## src/design/meb_pkg.sv

```systemverilog
// Package for the breadcrumb maze explorer: widths, direction codes, reset values.
// No dependencies.
`default_nettype none
package meb_pkg;
  localparam int unsigned TileCapacity = 256;
  localparam logic [15:0] NoWallReset = 16'd100;
  localparam logic [15:0] MaxStepsReset = 16'hFFFF;

  typedef enum logic [2:0] {
    DIR_UP    = 3'd0,
    DIR_LEFT  = 3'd1,
    DIR_DOWN  = 3'd2,
    DIR_RIGHT = 3'd3,
    DIR_NONE  = 3'd4
  } dir_t;

  localparam logic CFG_NO_WALL   = 1'b0;
  localparam logic CFG_MAX_STEPS = 1'b1;

  // Neighbour coordinates one step away in direction d
  function automatic logic [7:0] step_x(input logic [7:0] x, input logic [1:0] d);
    step_x = (d == 2'd1) ? x - 8'd1 : (d == 2'd3) ? x + 8'd1 : x;
  endfunction

  function automatic logic [7:0] step_y(input logic [7:0] y, input logic [1:0] d);
    step_y = (d == 2'd0) ? y + 8'd1 : (d == 2'd2) ? y - 8'd1 : y;
  endfunction
endpackage
`default_nettype wire

```

## src/design/meb_search.sv

```systemverilog
// Shared coordinate search unit: walks the tile table one entry a cycle.
// Depends on meb_pkg. Table read port is provided by the caller.
`default_nettype none
module meb_search #(
  parameter int unsigned IDX_W = 8
) (
  input  wire logic             clk,
  input  wire logic             rst_n,
  input  wire logic             go,
  input  wire logic [7:0]       key_x,
  input  wire logic [7:0]       key_y,
  input  wire logic [IDX_W:0]   count,
  output logic [IDX_W-1:0]      rd_addr,
  input  wire logic [15:0]      rd_xy,
  output logic                  done,
  output logic                  found,
  output logic [IDX_W-1:0]      hit_idx
);
  import meb_pkg::*;

  logic [IDX_W:0] idx_r, idx_nxt;
  logic           run_r, run_nxt, chk_r, chk_nxt;
  logic [IDX_W-1:0] cidx_r, cidx_nxt;

  assign rd_addr = idx_r[IDX_W-1:0];

  // Compare the registered read of the entry issued last cycle
  always_comb begin
    idx_nxt = idx_r;
    run_nxt = run_r;
    chk_nxt = 1'b0;
    cidx_nxt = idx_r[IDX_W-1:0];
    done = 1'b0;
    found = 1'b0;
    hit_idx = cidx_r;
    if (go) begin
      idx_nxt = '0;
      run_nxt = 1'b1;
    end else if (run_r) begin
      if (chk_r && rd_xy == {key_x, key_y}) begin
        done = 1'b1;
        found = 1'b1;
        run_nxt = 1'b0;
      end else if (idx_r >= count) begin
        if (!chk_r) begin
          done = 1'b1;
          run_nxt = 1'b0;
        end
      end else begin
        chk_nxt = 1'b1;
        idx_nxt = idx_r + 1'b1;
      end
    end
  end

  always_ff @(posedge clk) begin
    if (!rst_n) begin
      run_r <= 1'b0;
      chk_r <= 1'b0;
      idx_r <= '0;
    end else begin
      run_r <= run_nxt;
      chk_r <= run_nxt & chk_nxt;
      idx_r <= idx_nxt;
    end
    cidx_r <= cidx_nxt;
  end
endmodule
`default_nettype wire

```

## config.mk

```make
export PLATFORM = sky130hd
export DESIGN_NAME = meb_search
export DESIGN_NICKNAME = d
export VERILOG_FILES = /design/src/design/meb_pkg.sv /design/src/design/meb_search.sv
export SDC_FILE = /design/constraint.sdc
export NUM_CORES = 1
export LEC_CHECK = 0
export ABC_AREA = 1
export CORE_AREA = 3 3 74 76
export DETAILED_ROUTE_END_ITERATION = 10
export DIE_AREA = 0 0 77 79
export DONT_BUFFER_PORTS = 1
export GPL_TIMING_DRIVEN = 0
export SLEW_MARGIN = 30
export SYNTH_ARGS = -nofsm -noshare
export SYNTH_HDL_FRONTEND = slang
export SYNTH_SLANG_ARGS = --single-unit
```

## constraint.sdc

```tcl
create_clock -name clk -period 4.15 [get_ports clk]
set_input_delay 0 -clock clk [delete_from_list [all_inputs] [get_ports clk]]
set_output_delay 0 -clock clk [all_outputs]
set_load 0.01 [all_outputs]
```

== Word level (Yosys, flattened, before mapping) ==
Cells that the tools add are included.

* Bits in registers: 19
* Bits of input ports: 44
* Output and inout port bits: 18
* Word-level logic and storage cells: 31

* Add/sub/neg operators: 1
* Magnitude comparators: 1
* Eq/ne operators: 1
* Multiplexer cells: 17
* Bitwise operators: 4
* Reductions and logical operators: 3

{| class="wikitable"
|+ Operators with widths
! operator !! number
|-
| $mux W1 || 17
|-
| $eq A16 B16 Y1 || 1
|-
| $add A9 B1 Y9 const B || 1
|-
| $ge A9 B9 Y1 || 1
|-
| $not A1 Y1 || 3
|-
| $reduce_and A3 Y1 || 1
|-
| $reduce_or A2 Y1 || 1
|-
| $and A1 B1 Y1 || 1
|-
| $logic_and A1 B1 Y1 || 1
|}

== Logic depth before layout (Yosys ltp) ==
* Depth after elaboration: 6
* Gate-level depth with buffers: 13
* Depth with buffers taken out: 13

== Least setup slack after synthesis ==
Ideal clock, no wire load.

* Path type: reg2reg
* From: register idx_r[0]
* To: register idx_r[1]
* Library setup time: 64 ps
* Arrival: 1496 ps
* Data required time: 4086 ps
* Setup slack: 2590 ps
* Cell stages (with the launch flop): 14
* Path buffers: 0
* Period minus slack after synthesis: 1560 ps
* Cells stage by stage: dfxtp_1 > inv_1 > ha_1 > inv_1 > nand2_1 > nand2_1 > nand3_1 > nand2_1 > nand2_2 > nor2_8 > nand2_2 > inv_2 > nor2_1 > nor2_1

* Longest elaborated chain between the ends: 3
* Elaborated cells between the ends (all ways): 4
* Classes of those cells: add/sub (1); order compare (1); bitwise (1); reduce/logical (1)

{| class="wikitable"
|+ RTL lines
! element !! line !! RTL
|-
| start, declared || meb_search.sv:21 || <nowiki>logic [IDX_W:0] idx_r, idx_nxt;</nowiki>
|-
| start signal, assigned || meb_search.sv:64 || <nowiki>idx_r <= idx_nxt;</nowiki>
|-
| $ge A9 B9 Y1 || meb_search.sv:44 || <nowiki>end else if (idx_r >= count) begin</nowiki>
|-
| $not A1 Y1 (no line) || - ||
|-
| $reduce_and A3 Y1 (no line) || - ||
|}

Several ways; a longest one is shown, not always the timed one.
A chain may end at the register's enable or synchronous reset.

== Worst setup path after layout ==
* From: register idx_r[0]
* To: register run_r

* Longest elaborated chain between the ends: 5

{| class="wikitable"
|+ RTL lines
! element !! line !! RTL
|-
| $ge A9 B9 Y1 || meb_search.sv:44 ||
|-
| $mux W1 || meb_search.sv:44 ||
|-
| $mux W1 || meb_search.sv:40 || <nowiki>if (chk_r && rd_xy == {key_x, key_y}) begin</nowiki>
|-
| $mux W1 || meb_search.sv:39 || <nowiki>end else if (run_r) begin</nowiki>
|-
| $mux W1 || meb_search.sv:36 || <nowiki>if (go) begin</nowiki>
|-
| end signal, assigned || meb_search.sv:62 || <nowiki>run_r <= run_nxt;</nowiki>
|-
| end, declared || meb_search.sv:22 || <nowiki>logic run_r, run_nxt, chk_r, chk_nxt;</nowiki>
|}

Every way passes these cells.

==> out/metrics.cfg <==
[synthesis]
synth-edff-count = 0
synth_most_common_cell = nand2_1
yosysWarningCount = 0
yosys.area.top_type = dfxtp_1
seq_area_frac_synth = 0.261
async_reset_ff_frac = 0
synth.area.top_cells = dfxtp_1 (26%), nand2_1 (15%), inv_1 (11%)
synthCells = 226
synth-seq-cells = 19
synth_cell_type_count = 25
syn_avg_cell_area_um2 = 6.45
synth_commonest_cells = nand2_1 (60), inv_1 (43), nor2_1 (23)
synth_nets = 280
synth_top_area_frac = 0.261
synth_ff_type = dfxtp_1
syn_area_um2 = 1460

[global_routing]
grt_overflow = 0
grt_pass1_wl_mm = 5.23
antenna_found_initial = 0
grtUsageTotal = 0.105
grt_max_degree = 11
grt_pass1_vias = 1219

[clock_tree]
cts_num_sinks = 19
clock_latency_ps = 260
clockBufferDepth = 2
cts_tree = yes
numCtsBuffers = 3
cts-htree-levels = 1
cts_resized = 0
clkTransAtPathRegs_ps = 70
root_buffer = clkbuf_8

[critical_path]
critPathLaunch = idx_r[0]$_SDFFE_PP0P_
crit_required_ps = 4350
crit_buf_inv = 3
worstSetupEndpointType = flip-flop
critPathMaxStageDelay_ps = 550
cp.arrival_ps = 2310
rr_worst_depth = 12
path_max_fanout = 7
path_delay_family = buffers and inverters
cp_cell_sequence = inv_1 -> ha_1 -> inv_1 -> nand2_1 -> nand2_1 -> nand3_1 -> nand2_1 -> nand2_2 -> nand2_1 -> nand3_1 -> a21oi_1 -> dlygate4sd3_1
worstReg2RegEnd = run_r$_SDFF_PN0_
r2r-start = idx_r[0]$_SDFFE_PP0P_
cpMostUsedCell = nand2_1
path_class = reg -> reg
critical_path.slowest_cell = dlygate4sd3_1
reg2reg_slack_ps = 2050
cp-start-kind = flip-flop

[floorplan]
die_y_um = 79
fp.dieArea_um2 = 6080
core_area_um2 = 4790
rows = 25
start_util = 0.305
pin_count = 62
die_x_um = 77

[worst_hold_path]
hold-path-endpoint = done
hold_class = in -> out
min-delay-start = go
min_path_cells = 3

[pwr]
switching_power_uw = 99.9
clkPwrFrac = 0.346
power_density_nw_per_um2 = 235
internal_power_uw = 280
ir_worst_vdd_mv = 0.0789
p_seq_frac = 0.494
p_comb_frac = 0.160
leakage_uw = 0.000823
swShare = 0.263

[drt]
viasPerCell = 4.28
first_iter_violations = 49
first_pass_iters = 4
wl_per_cell_um = 10.3
drcViolationCount = 0
routed-via-count = 1284
wirelength_mm = 3.09
ant_nets = 0

[sta]
tns_ps = 0
tightestPinTransition_ps = 284
fin_ws_ps = 2050
fin_skew_ps = 1.40
final-setup-viol-count = 0
slew_viol_final = 0
period_needed_ps = 2100
slew_headroom = 0.811
fmax_mhz = 475
fin_crit_sh = 0.507
rsz0062_at_grt = no
hold_viol = 0
whs_ps = 168

[placement]
dp_cells = 293
dp.final_hpwl_mm = 2.59
io_buffers = 0
place_congestion = 0.757
dp_slack_ps = 2270

[cells_and_area]
nFillCells = 533
nNetsFinal = 288
fin_util = 0.338
n_antenna_cell = 0
ff_latch_area_um2 = 380
multi_input_area_um2 = 841
final_cells = 300
areaGrowthSynthToFinish_pct = 10.9
layout-drive-gt1-share = 0.0815

[job]
cap_violations = 0

[outcome]
status = complete, no violations

[cells in the final DEF (no fill, tap or decap), types with 2 or more instances in the layout]
cell           count
dlygate4sd3_1      3
dfxtp_1           19
a21oi_1           12
nand4_1            3
ha_1              10
nor3b_1            2
clkbuf_8           3
nand2_2            2
xor2_1             3
nor2_1            23
xnor2_1            8
buf_4              8
o21ai_0            5
inv_1             43
nand3_1           17
nand2_1           60
[how the worst max path moves through the flow]
stage	slack (ps)	depth (start not counted)	to
2_1_floorplan	2590	13	idx_r[1]$_SDFFE_PP0P_
3_3_place_gp	2300	13	idx_r[1]$_SDFFE_PP0P_
3_5_place_dp	2270	12	idx_r[8]$_SDFFE_PP0P_
4_1_cts	2010	12	run_r$_SDFF_PN0_
5_1_grt	1740	12	run_r$_SDFF_PN0_
6_report	2050	12	run_r$_SDFF_PN0_
[power by group through the flow]
stage	combinational, µW	clock [µW]	sequential, µW
floorplan	49.5	0	191
global placement	58.5	0	192
detailed placement	59.2	0	192
CTS	62.0	137	188
global route	71.1	147	188
finish	60.8	131	188
[layer usage]
layer | GRT usage | vias up | share of wire
met5 | 0 | - | 0
met4 | 0.0214 | 0 | 0.0065
met3 | 0.0363 | 4 | 0.064
met2 | 0.186 | 31 | 0.48
met1 | 0.122 | 542 | 0.45
li1 | - | 707 | -
[state kept, by name, indices dropped and copies added, names as in the netlist]
| register | count |
|---|---|
| hit_idx | 8 |
| idx_r | 9 |
| run_r | 1 |
| chk_r | 1 |
[kinds of logic after synthesis]
| family | Yosys count | synth area share |
|---|---|---|
| DFF | 19 | 0.261 |
| and+or+nand+nor | 113 | 0.351 |
| xor gates and xnor gates | 11 | 0.0661 |
| buffers and inverters | 53 | 0.162 |
| adders and majority gates | 10 | 0.0858 |
| AOI/OAI and AO/OA | 20 | 0.0738 |
[stage by stage]
stage | power (µW) | instance area (µm²)
finish | 380 | 1620
detailed placement | 251 | 1540
global placement | 251 | 1540
global route | 406 | 1620
CTS | 387 | 1620
floorplan | 241 | 1460
[area by class of cell]
class | instances | area share
Buffer | 9 | 0.0441
Clock buffer | 4 | 0.0279
Inverter | 44 | 0.102
Multi-Input combinational cell | 154 | 0.520
Sequential cell | 19 | 0.235
Tap cell | 67 | 0.0519
Timing Repair Buffer | 3 | 0.0186
[repair_timing]
item,in CTS,in global routing
endpoints found under the hold margin,3,0
buffers inserted,0,0
hold buffers,3,0
[worst register-to-register path, stage by stage (launching register included)]
cell and delay, ps:
dfxtp_1 450, inv_1 70, ha_1 270, inv_1 50
nand2_1 40, nand2_1 70, nand3_1 90, nand2_1 80
nand2_2 100, nand2_1 100, nand3_1 70, a21oi_1 120
dlygate4sd3_1 550
No activity file was read; power rests on OpenSTA's default activity.
